## config.mk

```make
export PLATFORM = sky130hd
export DESIGN_NAME = k_subset_unrank
export DESIGN_NICKNAME = d
export VERILOG_FILES = /design/src/hdl/kscu_pkg.sv /design/src/hdl/kscu_div.sv /design/src/hdl/kscu_dpath.sv /design/src/hdl/kscu_ctrl.sv /design/src/hdl/k_subset_unrank.sv
export SDC_FILE = /design/constraint.sdc
export NUM_CORES = 2
export LEC_CHECK = 0
export ABC_AREA = 1
export BUFFER_PORTS_ARGS = -buffer_cell sky130_fd_sc_hd__buf_2
export CAP_MARGIN = 10
export CORE_UTILIZATION = 55
export CTS_CLUSTER_SIZE = 12
export DETAILED_ROUTE_END_ITERATION = 8
export PLACE_DENSITY = 0.69
export SYNTH_ARGS = -nofsm -noshare
export SYNTH_HDL_FRONTEND = slang
export SYNTH_SLANG_ARGS = --single-unit
```

## constraint.sdc

```tcl
create_clock -name clk -period 12.33 [get_ports clk]
set_clock_uncertainty 0.05 [all_clocks]
set_input_delay 2.466 -clock clk [delete_from_list [all_inputs] [get_ports clk]]
set_output_delay 2.466 -clock clk [all_outputs]
set_load 0.005 [all_outputs]
```

## src/hdl/kscu_pkg.sv

```systemverilog
`timescale 1ns / 1ps
`default_nettype none
// ----------------------------------------------------------------------------
// kscu_pkg
// Shared constants and controller/datapath interface types for the k-subset
// unranking block.
// ----------------------------------------------------------------------------
package kscu_pkg;

  localparam int MAX_ELEMENT = 64;
  localparam int MAX_SUBSET  = 16;

  localparam int SIZE_W = 5;
  localparam int RANK_W = 49;
  localparam int POS_W  = 4;
  localparam int ELEM_W = 7;
  localparam int COEF_W = 56;

  localparam int IN_TDATA_W  = 56;
  localparam int OUT_TDATA_W = 16;

  localparam int DIV_DIGIT = 8;
  localparam int DIV_STEPS = COEF_W / DIV_DIGIT;
  localparam int DIV_CNT_W = $clog2(DIV_STEPS);

  typedef struct packed {
    logic load;
    logic pinit;
    logic mul;
    logic div_start;
    logic coef_load;
    logic emit;
    logic emit_eerr;
    logic emit_serr;
  } kscu_cmd_t;

  typedef struct packed {
    logic k_zero;
    logic k_over;
    logic elem_over;
    logic found;
    logic div_busy;
    logic out_free;
    logic last_pos;
  } kscu_stat_t;

endpackage
`default_nettype wire

```

## src/hdl/kscu_div.sv

```systemverilog
`timescale 1ns / 1ps
`default_nettype none
// ----------------------------------------------------------------------------
// kscu_div
// Radix-256 restoring divider: wide dividend by a narrow divisor, one byte
// of quotient per cycle, quotient held in place when done.
// ----------------------------------------------------------------------------
module kscu_div (
  input  wire logic                         clk,
  input  wire logic                         rst_n,
  input  wire logic                         start,
  input  wire logic [kscu_pkg::COEF_W-1:0]  dividend,
  input  wire logic [kscu_pkg::ELEM_W-1:0]  divisor,
  output logic                              busy,
  output logic [kscu_pkg::COEF_W-1:0]       quotient
);

  logic                               busy_r;
  logic [kscu_pkg::DIV_CNT_W-1:0]     cnt_r;
  logic [kscu_pkg::COEF_W-1:0]        work_r;
  logic [kscu_pkg::ELEM_W-2:0]        rem_r;
  logic [kscu_pkg::ELEM_W-1:0]        dsr_r;
  logic [kscu_pkg::ELEM_W-2:0]        rem_nxt;
  logic [kscu_pkg::DIV_DIGIT-1:0]     qbits;

  always_comb begin
    logic [kscu_pkg::ELEM_W-1:0] part;
    logic [kscu_pkg::ELEM_W-2:0] rem_v;
    rem_v = rem_r;
    qbits = '0;
    for (int j = 0; j < kscu_pkg::DIV_DIGIT; j++) begin
      part = {rem_v, work_r[kscu_pkg::COEF_W-1-j]};
      if (part >= dsr_r) begin
        part = part - dsr_r;
        qbits[kscu_pkg::DIV_DIGIT-1-j] = 1'b1;
      end
      rem_v = part[kscu_pkg::ELEM_W-2:0];
    end
    rem_nxt = rem_v;
  end

  always_ff @(posedge clk) begin
    if (!rst_n) begin
      busy_r <= 1'b0;
      cnt_r  <= '0;
    end else if (start) begin
      busy_r <= 1'b1;
      cnt_r  <= '0;
    end else if (busy_r) begin
      cnt_r <= cnt_r + 1'b1;
      if (cnt_r == kscu_pkg::DIV_CNT_W'(kscu_pkg::DIV_STEPS - 1)) begin
        busy_r <= 1'b0;
      end
    end
  end

  always_ff @(posedge clk) begin
    if (start) begin
      work_r <= dividend;
      rem_r  <= '0;
      dsr_r  <= divisor;
    end else if (busy_r) begin
      work_r <= {work_r[kscu_pkg::COEF_W-kscu_pkg::DIV_DIGIT-1:0], qbits};
      rem_r  <= rem_nxt;
    end
  end

  assign busy     = busy_r;
  assign quotient = work_r;

endmodule
`default_nettype wire

```

## src/hdl/kscu_dpath.sv

```systemverilog
`timescale 1ns / 1ps
`default_nettype none
// ----------------------------------------------------------------------------
// kscu_dpath
// Datapath: remaining rank, position, candidate element, binomial
// coefficient, multiplier stage, divider and the result register.
// ----------------------------------------------------------------------------
module kscu_dpath (
  input  wire logic                              clk,
  input  wire logic                              rst_n,
  input  wire kscu_pkg::kscu_cmd_t               cmd,
  output kscu_pkg::kscu_stat_t                   stat,
  input  wire logic [kscu_pkg::IN_TDATA_W-1:0]   in_tdata,
  output logic                                   out_tvalid,
  input  wire logic                              out_tready,
  output logic [kscu_pkg::OUT_TDATA_W-1:0]       out_tdata,
  output logic                                   out_tlast,
  output logic                                   out_tuser
);

  logic [kscu_pkg::SIZE_W-1:0]             in_size;
  logic [kscu_pkg::RANK_W-1:0]             in_rank;

  logic [kscu_pkg::SIZE_W-1:0]             pos_r;
  logic [kscu_pkg::RANK_W-1:0]             rem_r;
  logic [kscu_pkg::ELEM_W-1:0]             elem_r;
  logic [kscu_pkg::COEF_W-1:0]             coef_r;
  logic [kscu_pkg::RANK_W-1:0]             prev_r;
  logic [kscu_pkg::COEF_W-1:0]             prod_r;

  logic                                    out_valid_r;
  logic [kscu_pkg::POS_W-1:0]              out_pos_r;
  logic [kscu_pkg::ELEM_W-1:0]             out_elem_r;
  logic                                    out_last_r;
  logic                                    out_err_r;

  logic [kscu_pkg::ELEM_W-1:0]             elem_inc;
  logic [kscu_pkg::RANK_W+kscu_pkg::ELEM_W-1:0] mul_w;
  logic [kscu_pkg::SIZE_W-1:0]             pos_dec;
  logic [kscu_pkg::ELEM_W-1:0]             div_dsr;
  logic [kscu_pkg::COEF_W-1:0]             div_quot;
  logic                                    div_busy;
  logic                                    out_free;

  assign in_size  = in_tdata[kscu_pkg::SIZE_W-1:0];
  assign in_rank  = in_tdata[kscu_pkg::SIZE_W +: kscu_pkg::RANK_W];

  assign elem_inc = elem_r + 1'b1;
  assign mul_w    = coef_r[kscu_pkg::RANK_W-1:0] * elem_inc;
  assign pos_dec  = pos_r - 1'b1;
  assign div_dsr  = elem_r - kscu_pkg::ELEM_W'(pos_r);
  assign out_free = !out_valid_r || out_tready;

  kscu_div u_div (
    .clk      (clk),
    .rst_n    (rst_n),
    .start    (cmd.div_start),
    .dividend (prod_r),
    .divisor  (div_dsr),
    .busy     (div_busy),
    .quotient (div_quot)
  );

  always_ff @(posedge clk) begin
    if (cmd.load) begin
      rem_r <= (in_rank == '0) ? '0 : in_rank - 1'b1;
      pos_r <= in_size;
    end else if (cmd.emit) begin
      rem_r <= rem_r - prev_r;
      pos_r <= pos_dec;
    end

    if (cmd.pinit) begin
      elem_r <= kscu_pkg::ELEM_W'(pos_r);
      coef_r <= kscu_pkg::COEF_W'(1);
      prev_r <= '0;
    end else if (cmd.mul) begin
      elem_r <= elem_inc;
      prev_r <= coef_r[kscu_pkg::RANK_W-1:0];
      prod_r <= kscu_pkg::COEF_W'(mul_w);
    end else if (cmd.coef_load) begin
      coef_r <= div_quot;
    end
  end

  always_ff @(posedge clk) begin
    if (!rst_n) begin
      out_valid_r <= 1'b0;
    end else if (cmd.emit || cmd.emit_eerr || cmd.emit_serr) begin
      out_valid_r <= 1'b1;
    end else if (out_tready) begin
      out_valid_r <= 1'b0;
    end
  end

  always_ff @(posedge clk) begin
    if (cmd.emit) begin
      out_pos_r  <= kscu_pkg::POS_W'(pos_dec);
      out_elem_r <= elem_r;
      out_last_r <= (pos_r == kscu_pkg::SIZE_W'(1));
      out_err_r  <= 1'b0;
    end else if (cmd.emit_eerr) begin
      out_pos_r  <= kscu_pkg::POS_W'(pos_dec);
      out_elem_r <= '0;
      out_last_r <= 1'b1;
      out_err_r  <= 1'b1;
    end else if (cmd.emit_serr) begin
      out_pos_r  <= '0;
      out_elem_r <= '0;
      out_last_r <= 1'b1;
      out_err_r  <= 1'b1;
    end
  end

  assign stat.k_zero    = (in_size == '0);
  assign stat.k_over    = (in_size > kscu_pkg::SIZE_W'(kscu_pkg::MAX_SUBSET));
  assign stat.elem_over = (elem_r > kscu_pkg::ELEM_W'(kscu_pkg::MAX_ELEMENT));
  assign stat.found     = (kscu_pkg::COEF_W'(rem_r) < coef_r);
  assign stat.div_busy  = div_busy;
  assign stat.out_free  = out_free;
  assign stat.last_pos  = (pos_r == kscu_pkg::SIZE_W'(1));

  assign out_tvalid = out_valid_r;
  assign out_tdata  = kscu_pkg::OUT_TDATA_W'({out_elem_r, out_pos_r});
  assign out_tlast  = out_last_r;
  assign out_tuser  = out_err_r;

endmodule
`default_nettype wire

```

## src/hdl/kscu_ctrl.sv

```systemverilog
`timescale 1ns / 1ps
`default_nettype none
// ----------------------------------------------------------------------------
// kscu_ctrl
// Controller: walks positions from k down to 1, steps candidates through
// compare, multiply and divide, and issues results.
// ----------------------------------------------------------------------------
module kscu_ctrl (
  input  wire logic                  clk,
  input  wire logic                  rst_n,
  input  wire logic                  in_tvalid,
  output logic                       in_tready,
  input  wire kscu_pkg::kscu_stat_t  stat,
  output kscu_pkg::kscu_cmd_t        cmd
);

  typedef enum logic [8:0] {
    ST_IDLE  = 9'b000000001,
    ST_PINIT = 9'b000000010,
    ST_CHECK = 9'b000000100,
    ST_MUL   = 9'b000001000,
    ST_DIVL  = 9'b000010000,
    ST_DIV   = 9'b000100000,
    ST_EMIT  = 9'b001000000,
    ST_EERR  = 9'b010000000,
    ST_SERR  = 9'b100000000
  } state_t;

  state_t state_r;
  state_t state_nxt;

  always_comb begin
    state_nxt = state_r;
    cmd       = '0;
    unique case (state_r)
      ST_IDLE: begin
        if (in_tvalid) begin
          cmd.load = 1'b1;
          priority if (stat.k_zero) begin
            state_nxt = ST_IDLE;
          end else if (stat.k_over) begin
            state_nxt = ST_SERR;
          end else begin
            state_nxt = ST_PINIT;
          end
        end
      end
      ST_PINIT: begin
        cmd.pinit = 1'b1;
        state_nxt = ST_CHECK;
      end
      ST_CHECK: begin
        priority if (stat.elem_over) begin
          state_nxt = ST_EERR;
        end else if (stat.found) begin
          state_nxt = ST_EMIT;
        end else begin
          state_nxt = ST_MUL;
        end
      end
      ST_MUL: begin
        cmd.mul   = 1'b1;
        state_nxt = ST_DIVL;
      end
      ST_DIVL: begin
        cmd.div_start = 1'b1;
        state_nxt     = ST_DIV;
      end
      ST_DIV: begin
        if (!stat.div_busy) begin
          cmd.coef_load = 1'b1;
          state_nxt     = ST_CHECK;
        end
      end
      ST_EMIT: begin
        if (stat.out_free) begin
          cmd.emit  = 1'b1;
          state_nxt = stat.last_pos ? ST_IDLE : ST_PINIT;
        end
      end
      ST_EERR: begin
        if (stat.out_free) begin
          cmd.emit_eerr = 1'b1;
          state_nxt     = ST_IDLE;
        end
      end
      ST_SERR: begin
        if (stat.out_free) begin
          cmd.emit_serr = 1'b1;
          state_nxt     = ST_IDLE;
        end
      end
      default: begin
        state_nxt = ST_IDLE;
      end
    endcase
  end

  always_ff @(posedge clk) begin
    if (!rst_n) begin
      state_r <= ST_IDLE;
    end else begin
      state_r <= state_nxt;
    end
  end

  assign in_tready = (state_r == ST_IDLE);

endmodule
`default_nettype wire

```

## src/hdl/k_subset_unrank.sv

```systemverilog
`timescale 1ns / 1ps
`default_nettype none
// ----------------------------------------------------------------------------
// k_subset_unrank
// Colex unranking of k-subsets: one request (k, rank) in, up to k elements
// out, largest position first, with an error result on overflow.
// ----------------------------------------------------------------------------
//  channel | dir | tdata (low bit up)               | tlast | tuser
//  in_     | in  | subset_size[4:0], rank[53:5]     | -     | -
//  out_    | out | position[3:0], element_value[10:4] | last | error
//
//  One request at a time. Each candidate element passed over goes through
//  compare, 49x7 multiply, divider start, 7 radix-256 divide steps and
//  quotient load; each position adds init, final compare and emit. A request
//  holds the input until the controller has returned to idle.
//  Synchronous active-low reset returns the controller to idle and empties
//  the result register. A stalled result holds the controller; no state
//  is lost while out_tready is low.
// ----------------------------------------------------------------------------
module k_subset_unrank (
  input  wire logic                              clk,
  input  wire logic                              rst_n,
  input  wire logic                              in_tvalid,
  output logic                                   in_tready,
  input  wire logic [kscu_pkg::IN_TDATA_W-1:0]   in_tdata,   // subset_size, rank
  output logic                                   out_tvalid,
  input  wire logic                              out_tready,
  output logic [kscu_pkg::OUT_TDATA_W-1:0]       out_tdata,  // position, element_value
  output logic                                   out_tlast,
  output logic                                   out_tuser   // error
);

  kscu_pkg::kscu_cmd_t  cmd;
  kscu_pkg::kscu_stat_t stat;

  kscu_ctrl u_ctrl (
    .clk       (clk),
    .rst_n     (rst_n),
    .in_tvalid (in_tvalid),
    .in_tready (in_tready),
    .stat      (stat),
    .cmd       (cmd)
  );

  kscu_dpath u_dpath (
    .clk        (clk),
    .rst_n      (rst_n),
    .cmd        (cmd),
    .stat       (stat),
    .in_tdata   (in_tdata),
    .out_tvalid (out_tvalid),
    .out_tready (out_tready),
    .out_tdata  (out_tdata),
    .out_tlast  (out_tlast),
    .out_tuser  (out_tuser)
  );

endmodule
`default_nettype wire

```

* Word level (Yosys, flattened, before mapping) *
Index checks and enable logic that the tools add are counted.

storage, ports and cells
  input bits = 60
  flip-flop bits (word level) = 318
  output and inout port bits = 20

cells by class
  $add $sub $neg = 14
  muxes and demuxes = 60
  bitwise logic cells = 3
  reductions and logical operators = 17
  multiply operators = 1
  equality and inequality tests = 15
  order comparisons = 11

operator list
  kind                                                                   count
  49-bit two-way mux                                                     3
  56-bit two-way mux                                                     2
  9-bit one-hot mux with 8 select lines                                  1
  7-bit greater-or-equal comparator                                      8
  49-bit by 56-bit less-than comparator with 1-bit output                1
  49-bit by 7-bit multiplier with 56-bit output                          1
  9-bit two-way mux                                                      6
  49-bit logical NOT                                                     1
  49-bit by 1-bit subtractor with 49-bit output (second input constant)  1
  49-bit subtractor                                                      1
  6-bit two-way mux                                                      8
  6-bit subtractor                                                       8
  7-bit two-way mux                                                      4
  1-bit two-way mux                                                      27
  5-bit two-way mux                                                      4
  4-bit two-way mux                                                      3
  2-bit nonzero test                                                     5
  9-bit by 1-bit == test with 1-bit output (second input constant)       1
  9-bit by 2-bit == test with 1-bit output (second input constant)       1
  9-bit by 3-bit == test with 1-bit output (second input constant)       1
  9-bit by 4-bit == test with 1-bit output (second input constant)       1
  9-bit by 5-bit == test with 1-bit output (second input constant)       1
  9-bit by 6-bit == test with 1-bit output (second input constant)       1
  9-bit by 7-bit == test with 1-bit output (second input constant)       1
  22 further kinds                                                       30

* Longest topological paths before layout *
  word-level depth = 18
  depth in mapped cells = 74

* By module *
Synthesis repeated with hierarchy kept, for this count alone.

second synthesis, totals
  cells, all modules = 4,764
  area, all modules = 33,233.1 sq um

by module, submodules not included
  module      instances  cells each  area each (sq um)
  kscu_dpath  1          3,911       26,817.0
  kscu_div    1          734         5,716.7
  kscu_ctrl   1          119         699.4

* Worst setup path before layout *
No wires, ideal clock.

  path type = register -> register
  from = register u_dpath.u_div.dsr_r[1] (netlist name)
  to = register u_dpath.u_div.rem_r[0] (netlist name)
  stages on the path, launching flop included = 68
  setup slack = 2.094 ns
  path buffers = 2
  data required time = 12.104 ns
  arrival = 10.010 ns
  library setup time = 0.176 ns
  cells stage by stage = edfxtp_1 -> inv_1 -> ha_1 -> nand2_1 -> o21ai_2 -> nand2_1 -> nand3_1 -> buf_4 -> nor2_1 -> a21oi_1 -> ha_1 -> a21o_1 -> a21boi_0 -> nand2_1 -> inv_2 -> or2_1 -> nand2_1 -> ha_1 -> [32 not listed] -> and2_1 -> ha_1 -> a21o_1 -> a221oi_1 -> nand2_1 -> nor2_1 -> buf_2 -> inv_1 -> nand2_1 -> nand2_1 -> ha_1 -> inv_1 -> o21ai_0 -> a221oi_1 -> nand3_1 -> inv_1 -> a21oi_1 -> o2bb2ai_1

on the way
  longest elaborated chain between the ends = 16
  elaborated cells on any way between the ends = 23

RTL lines
  item                                                                   RTL line                        text
  start, declared                                                        kscu_div.sv:22                  logic [kscu_pkg::ELEM_W-1:0] dsr_r;
  start signal, assigned                                                 kscu_div.sv:61                  dsr_r <= divisor;
  6-bit subtractor or 7-bit greater-or-equal comparator (tied branches)  kscu_div.sv:34, kscu_div.sv:33
  6-bit two-way mux                                                      kscu_div.sv:33                  if (part >= dsr_r) begin
  6-bit subtractor or 7-bit greater-or-equal comparator (tied branches)  kscu_div.sv:34, kscu_div.sv:33
  6-bit two-way mux                                                      kscu_div.sv:33
  6-bit subtractor or 7-bit greater-or-equal comparator (tied branches)  kscu_div.sv:34, kscu_div.sv:33
  6-bit two-way mux                                                      kscu_div.sv:33
  6-bit subtractor or 7-bit greater-or-equal comparator (tied branches)  kscu_div.sv:34, kscu_div.sv:33
  6-bit two-way mux                                                      kscu_div.sv:33
  6-bit subtractor or 7-bit greater-or-equal comparator (tied branches)  kscu_div.sv:34, kscu_div.sv:33
  6-bit two-way mux                                                      kscu_div.sv:33
  7-bit greater-or-equal comparator or 6-bit subtractor (tied branches)  kscu_div.sv:33, kscu_div.sv:34
  6-bit two-way mux                                                      kscu_div.sv:33
  6-bit subtractor or 7-bit greater-or-equal comparator (tied branches)  kscu_div.sv:34, kscu_div.sv:33
  6-bit two-way mux                                                      kscu_div.sv:33
  7-bit greater-or-equal comparator *                                    kscu_div.sv:33
  6-bit two-way mux *                                                    kscu_div.sv:33
  end signal, assigned                                                   kscu_div.sv:64                  rem_r <= rem_nxt;
  end, declared                                                          kscu_div.sv:21                  logic [kscu_pkg::ELEM_W-2:0] rem_r;

Mark *: on every way between the ends. The rest lies on a longest branch, timed or not.
A chain may end at the register's enable or synchronous reset.

* Worst setup path in the final report *
  from = register u_dpath.u_div.dsr_r[0] (netlist name)
  to = register u_dpath.u_div.work_r (netlist bit u_dpath.u_div.quotient[0]) (data pin)

on the way
  longest elaborated chain between the ends = 18
  elaborated cells on any way between the ends = 25

RTL lines
  item                                                                   RTL line                        text
  6-bit subtractor or 7-bit greater-or-equal comparator (tied branches)  kscu_div.sv:34, kscu_div.sv:33
  6-bit two-way mux                                                      kscu_div.sv:33
  6-bit subtractor or 7-bit greater-or-equal comparator (tied branches)  kscu_div.sv:34, kscu_div.sv:33
  6-bit two-way mux                                                      kscu_div.sv:33
  6-bit subtractor or 7-bit greater-or-equal comparator (tied branches)  kscu_div.sv:34, kscu_div.sv:33
  6-bit two-way mux                                                      kscu_div.sv:33
  6-bit subtractor or 7-bit greater-or-equal comparator (tied branches)  kscu_div.sv:34, kscu_div.sv:33
  6-bit two-way mux                                                      kscu_div.sv:33
  [2 not listed]                                                         -
  6-bit subtractor or 7-bit greater-or-equal comparator (tied branches)  kscu_div.sv:34, kscu_div.sv:33
  6-bit two-way mux                                                      kscu_div.sv:33
  7-bit greater-or-equal comparator or 6-bit subtractor (tied branches)  kscu_div.sv:33, kscu_div.sv:34
  6-bit two-way mux                                                      kscu_div.sv:33
  7-bit greater-or-equal comparator *                                    kscu_div.sv:33
  1-bit two-way mux *                                                    kscu_div.sv:33
  56-bit two-way mux *                                                   kscu_div.sv:62                  end else if (busy_r) begin
  56-bit two-way mux *                                                   kscu_div.sv:58                  if (start) begin
  end signal, assigned                                                   kscu_div.sv:59                  work_r <= dividend;
  end signal, assigned                                                   kscu_div.sv:63                  work_r <= {work_r[kscu_pkg::COEF_W-kscu_pkg::DIV_DIGIT-1:0], qbits};
  end, declared                                                          kscu_div.sv:20                  logic [kscu_pkg::COEF_W-1:0] work_r;

Mark *: on every way between the ends. The rest lies on a longest branch, timed or not. The select of a mux whose other input is x is not followed.

==> report_table.html <==
<table>
<tr><th>Metric</th><th>Value</th></tr>
<tr><th colspan="2">Synthesis</th></tr>
<tr><td>Library cell with the largest summed area after synthesis</td><td>sky130_fd_sc_hd__edfxtp_1</td></tr>
<tr><td>Primary flip-flop cell chosen by synthesis mapping</td><td>sky130_fd_sc_hd__edfxtp_1</td></tr>
<tr><td>Count of distinct cell types in the synthesized netlist</td><td>57</td></tr>
<tr><td>Seq/Total Area, Yosys</td><td>26.32%</td></tr>
<tr><td>Biggest area contributors in the synthesized netlist</td><td>sky130_fd_sc_hd__edfxtp_1 18%, sky130_fd_sc_hd__fa_1 16%, sky130_fd_sc_hd__nand2_1 12%</td></tr>
<tr><td>Syn. warnings</td><td>0</td></tr>
<tr><td>List of most frequent post-synthesis cells</td><td>1021 x sky130_fd_sc_hd__nand2_1, 678 x sky130_fd_sc_hd__inv_1, 420 x sky130_fd_sc_hd__nor2_1</td></tr>
<tr><td>Async SR Flop Fraction</td><td>0%</td></tr>
<tr><td>Fraction of synthesized cell area taken by the top area cell type</td><td>18.16%</td></tr>
<tr><td>Cell with the most instances after synthesis</td><td>sky130_fd_sc_hd__nand2_1</td></tr>
<tr><td>Synthesized netlist cell count</td><td>4176</td></tr>
<tr><td>EDFF count, synth</td><td>190</td></tr>
<tr><td>Post-synthesis area per instance</td><td>approximately 7.5 sq um</td></tr>
<tr><td>Synth Register Bits</td><td>approximately 320</td></tr>
<tr><td>Post-Synthesis Cell Area</td><td>around 0.031 sq mm</td></tr>
<tr><th colspan="2">Layout</th></tr>
<tr><td>Count of inserted antenna diode cells</td><td>0</td></tr>
<tr><td>Share of final-layout standard cells stronger than drive strength 1</td><td>5.768%</td></tr>
<tr><td>Post-layout instance count excluding filler cells</td><td>5021</td></tr>
<tr><td>Area added between synthesis and finish</td><td>7.934%</td></tr>
<tr><td>Fill cells</td><td>5440</td></tr>
<tr><td>Layout Nets</td><td>between 4000 and 5000</td></tr>
<tr><th colspan="2">Floorplanning</th></tr>
<tr><td>Site Rows</td><td>between 80 and 90</td></tr>
<tr><td>Die X</td><td>241.0 microns</td></tr>
<tr><td>Floorplan die area</td><td>0.05807 sq mm</td></tr>
<tr><td>Core box area</td><td>0.05639 sq mm</td></tr>
<tr><td># IOs</td><td>80</td></tr>
<tr><td>Floorplan die height</td><td>241.0 microns</td></tr>
<tr><td>Effective utilization at floorplan</td><td>55.71%</td></tr>
<tr><th colspan="2">Timing</th></tr>
<tr><td>Normalized max-slew margin</td><td>23.84%</td></tr>
<tr><td>Worst Max-Slew Pin Slew</td><td>1142 ps</td></tr>
<tr><td>Shortest clock period the worst path allows after layout</td><td>11050 ps</td></tr>
<tr><td>Worst setup slack after layout</td><td>1282 ps</td></tr>
<tr><td>Setup repair after global routing missed its margin</td><td>false</td></tr>
<tr><td>Maximum operating frequency</td><td>between 90 and 100 MHz</td></tr>
<tr><td>Number of max-slew violations in the final report</td><td>0</td></tr>
<tr><td>Number of endpoints with negative hold slack in the final report</td><td>0</td></tr>
<tr><td>Final Hold Slack</td><td>408.7 ps</td></tr>
<tr><td>Setup_tns</td><td>0 ps</td></tr>
<tr><td>Setup-violating endpoint count in the final report</td><td>0</td></tr>
<tr><td>Final period utilization</td><td>89.60%</td></tr>
<tr><th colspan="2">Place</th></tr>
<tr><td>Total instance count after detailed placement</td><td>just under 5000</td></tr>
<tr><td>Routability congestion estimate from global placement</td><td>roughly 1</td></tr>
<tr><td>Total of buffers placed on input and output ports</td><td>72</td></tr>
<tr><td>Post-placement worst setup slack</td><td>660.3 ps</td></tr>
<tr><td>DPL Wire Length</td><td>about 79 mm</td></tr>
<tr><th colspan="2">Drt</th></tr>
<tr><td>Final routed wire length divided by cell count</td><td>19.55 microns</td></tr>
<tr><td>Total number of vias</td><td>approximately 28000</td></tr>
<tr><td>Initial DRC Count</td><td>2600</td></tr>
<tr><td>Residual DRC</td><td>0</td></tr>
<tr><td>Overall routed net length</td><td>98.15 mm</td></tr>
<tr><td>Antenna-violating nets left</td><td>0</td></tr>
<tr><td>Vias per Instance</td><td>roughly 5.6</td></tr>
<tr><td>Count of TritonRoute iterations in the first routing pass</td><td>5</td></tr>
<tr><th colspan="2">Setup path</th></tr>
<tr><td>Worst-path maximum fanout</td><td>10</td></tr>
<tr><td>Crit path depth</td><td>61</td></tr>
<tr><td>Minimum setup slack among reg-to-reg paths</td><td>roughly 1300 ps</td></tr>
<tr><td>Capturing element of the worst setup path</td><td>u_dpath.u_div.quotient[0]</td></tr>
<tr><td>Number of cells on the worst reg-to-reg path</td><td>61</td></tr>
<tr><td>Crit path top cell by count</td><td>sky130_fd_sc_hd__nand2_1</td></tr>
<tr><td>Dominant delay contributor by cell family on the critical path</td><td>simple AND/OR/NAND/NOR gates</td></tr>
<tr><td>Crit path launch</td><td>u_dpath.u_div.dsr_r[0]</td></tr>
<tr><td>Number of buffer and inverter stages on the critical path</td><td>10</td></tr>
<tr><td>Kind of end point of the critical path</td><td>register</td></tr>
<tr><td>Launch point of the worst reg-to-reg path</td><td>u_dpath.u_div.dsr_r[0]</td></tr>
<tr><td>Critical path's largest stage delay</td><td>490 ps</td></tr>
<tr><td>Data arrival at the endpoint of the critical path</td><td>~11000 ps</td></tr>
<tr><td>Critical path type</td><td>reg -&gt; reg</td></tr>
<tr><td>Worst path required time</td><td>around 13000 ps</td></tr>
<tr><td>Crit path max-delay cell type</td><td>sky130_fd_sc_hd__edfxtp_1</td></tr>
<tr><td>Crit Reg-Reg Endpoint</td><td>u_dpath.u_div.quotient[0]</td></tr>
<tr><td>Element type at the critical path start</td><td>register</td></tr>
<tr><th colspan="2">CTS</th></tr>
<tr><td>Total of hold buffers inserted after clock tree synthesis</td><td>0</td></tr>
<tr><td>Deepest level of the CTS H-tree</td><td>2</td></tr>
<tr><td>Clk_lat worst skew</td><td>570 ps</td></tr>
<tr><td>Number of buffers between clock root and the deepest sink</td><td>3</td></tr>
<tr><td>TritonCTS clock tree</td><td>yes</td></tr>
<tr><td>Total clock buffers created by CTS</td><td>39</td></tr>
<tr><td>Worst-path clk slew</td><td>60 ps</td></tr>
<tr><td>Clock tree root driver cell</td><td>sky130_fd_sc_hd__clkbuf_16</td></tr>
<tr><td>Clock Sink Count</td><td>318</td></tr>
<tr><th colspan="2">Global routing</th></tr>
<tr><td>Initial antenna violation count</td><td>0</td></tr>
<tr><td>First-pass GRT wire length</td><td>around 150 mm</td></tr>
<tr><td>Via count of the first global-routing pass</td><td>26950</td></tr>
<tr><td>Overall routing resource usage</td><td>roughly a third</td></tr>
<tr><td>Leftover overflow at the end of global routing</td><td>0</td></tr>
<tr><td>Maximum number of pins on one net before global-route repair</td><td>113</td></tr>
<tr><th colspan="2">Flow run</th></tr>
<tr><td>Number of violations of the max-capacitance limit</td><td>0</td></tr>
<tr><th colspan="2">Run status</th></tr>
<tr><td>Run status</td><td>completed</td></tr>
<tr><th colspan="2">Worst hold path</th></tr>
<tr><td>Worst hold path type</td><td>reg -&gt; reg</td></tr>
</table>
-- worst min-delay path by stage --
stage / from / to / cells past startpoint
2_1_floorplan: u_dpath.coef_r[55] / u_dpath.coef_r[55] / 2
3_3_place_gp: u_dpath.coef_r[52] / u_dpath.coef_r[52] / 2
3_5_place_dp: u_dpath.coef_r[49] / u_dpath.coef_r[49] / 2
4_1_cts: u_dpath.coef_r[52] / u_dpath.coef_r[52] / 2
5_1_grt: u_dpath.coef_r[52] / u_dpath.coef_r[52] / 2
6_report: u_dpath.coef_r[50] / u_dpath.coef_r[50] / 2
-- layout by cell type, fill, tap and decap left out, drive strengths merged, types with 18 or more instances in the layout --
cell type  count
buf          104
nor2         430
nand4         41
a21oi        292
dfxtp        128
o22ai         61
xnor2         42
ha           240
nand3        147
or2           20
a31oi         26
edfxtp       190
xor2          79
clkbuf        51
a21o          19
o21ai        268
nor3          45
inv          690
nand2       1031
o21bai        18
fa           244
-- metal layers --
metal | vias to the layer above | GRT usage (%) | part of all wire (%)
met4 | 0 | 9.724 | 2.8
met2 | 1082 | 53.20 | 44
met5 | - | 0 | 0
li1 | 13560 | - | -
met1 | 13470 | 49.02 | 45
met3 | 140 | 5.742 | 8.2
-- logic make-up (layout without fill, tap and decap cells) --
logic type | count (synthesis) | in the layout | synth area share (%)
flops | 318 | 318 | 26.32
compound gates | 723 | 723 | 12.63
fa+ha+maj | 484 | 484 | 25.11
xor+xnor | 121 | 121 | 3.374
buf+inv | 780 | 865 | 9.528
other cells | 1 | 5 | 0.01194
simple gates | 1749 | 1749 | 23.03
-- stage by stage --
step / instance area [sq um] / utilization [%]
global route: 33910 / 60.13
CTS: 33840 / 60.02
global placement: 32580 / 57.78
finish: 33910 / 60.13
detailed placement: 32580 / 57.78
floorplan: 31430 / -
-- layout make-up --
type	instances	area (sq um)	area share, %
clock buffers	51	1052	3.104
clock inverters	20	207.7	0.6126
inverters	690	2594	7.650
flip-flops and latches	318	8268	24.39
repair buffers	104	600.6	1.771
multi-input cells	3082	20240	59.69
well taps	756	945.9	2.790
-- worst register-to-register path: cells and delay by family, from the launching register on --
kind	cells	cell delay, ps
buffers and inverters	10	1130
AOI/OAI and AO/OA	12	2170
adders and majority gates	9	3030
xor gates and xnor gates	1	160
and+or+nand+nor	29	3750
DFF	1	490
-- sequential cells by signal, summed over array words and instances (netlist names), 4 cells and up --
signal,count
u_ctrl.state_r,9
u_dpath.u_div.quotient,56
u_dpath.out_elem_r,7
u_dpath.pos_r,5
u_dpath.prev_r,49
u_dpath.out_pos_r,4
u_dpath.u_div.dsr_r,7
u_dpath.elem_r,7
u_dpath.u_div.rem_r,6
u_dpath.prod_r,56
u_dpath.rem_r,49
u_dpath.coef_r,56
-- what timing repair did --
action / in CTS / in global routing
hold endpoints to repair: 0 / 0
setup buffers: 0 / 4
gates resized for setup: 0 / 11
endpoints found under the setup margin: 0 / 7
Power is left out: the tool's default activity adds up to more than one toggle a clock period on the data nets, which glitch-free logic cannot reach.
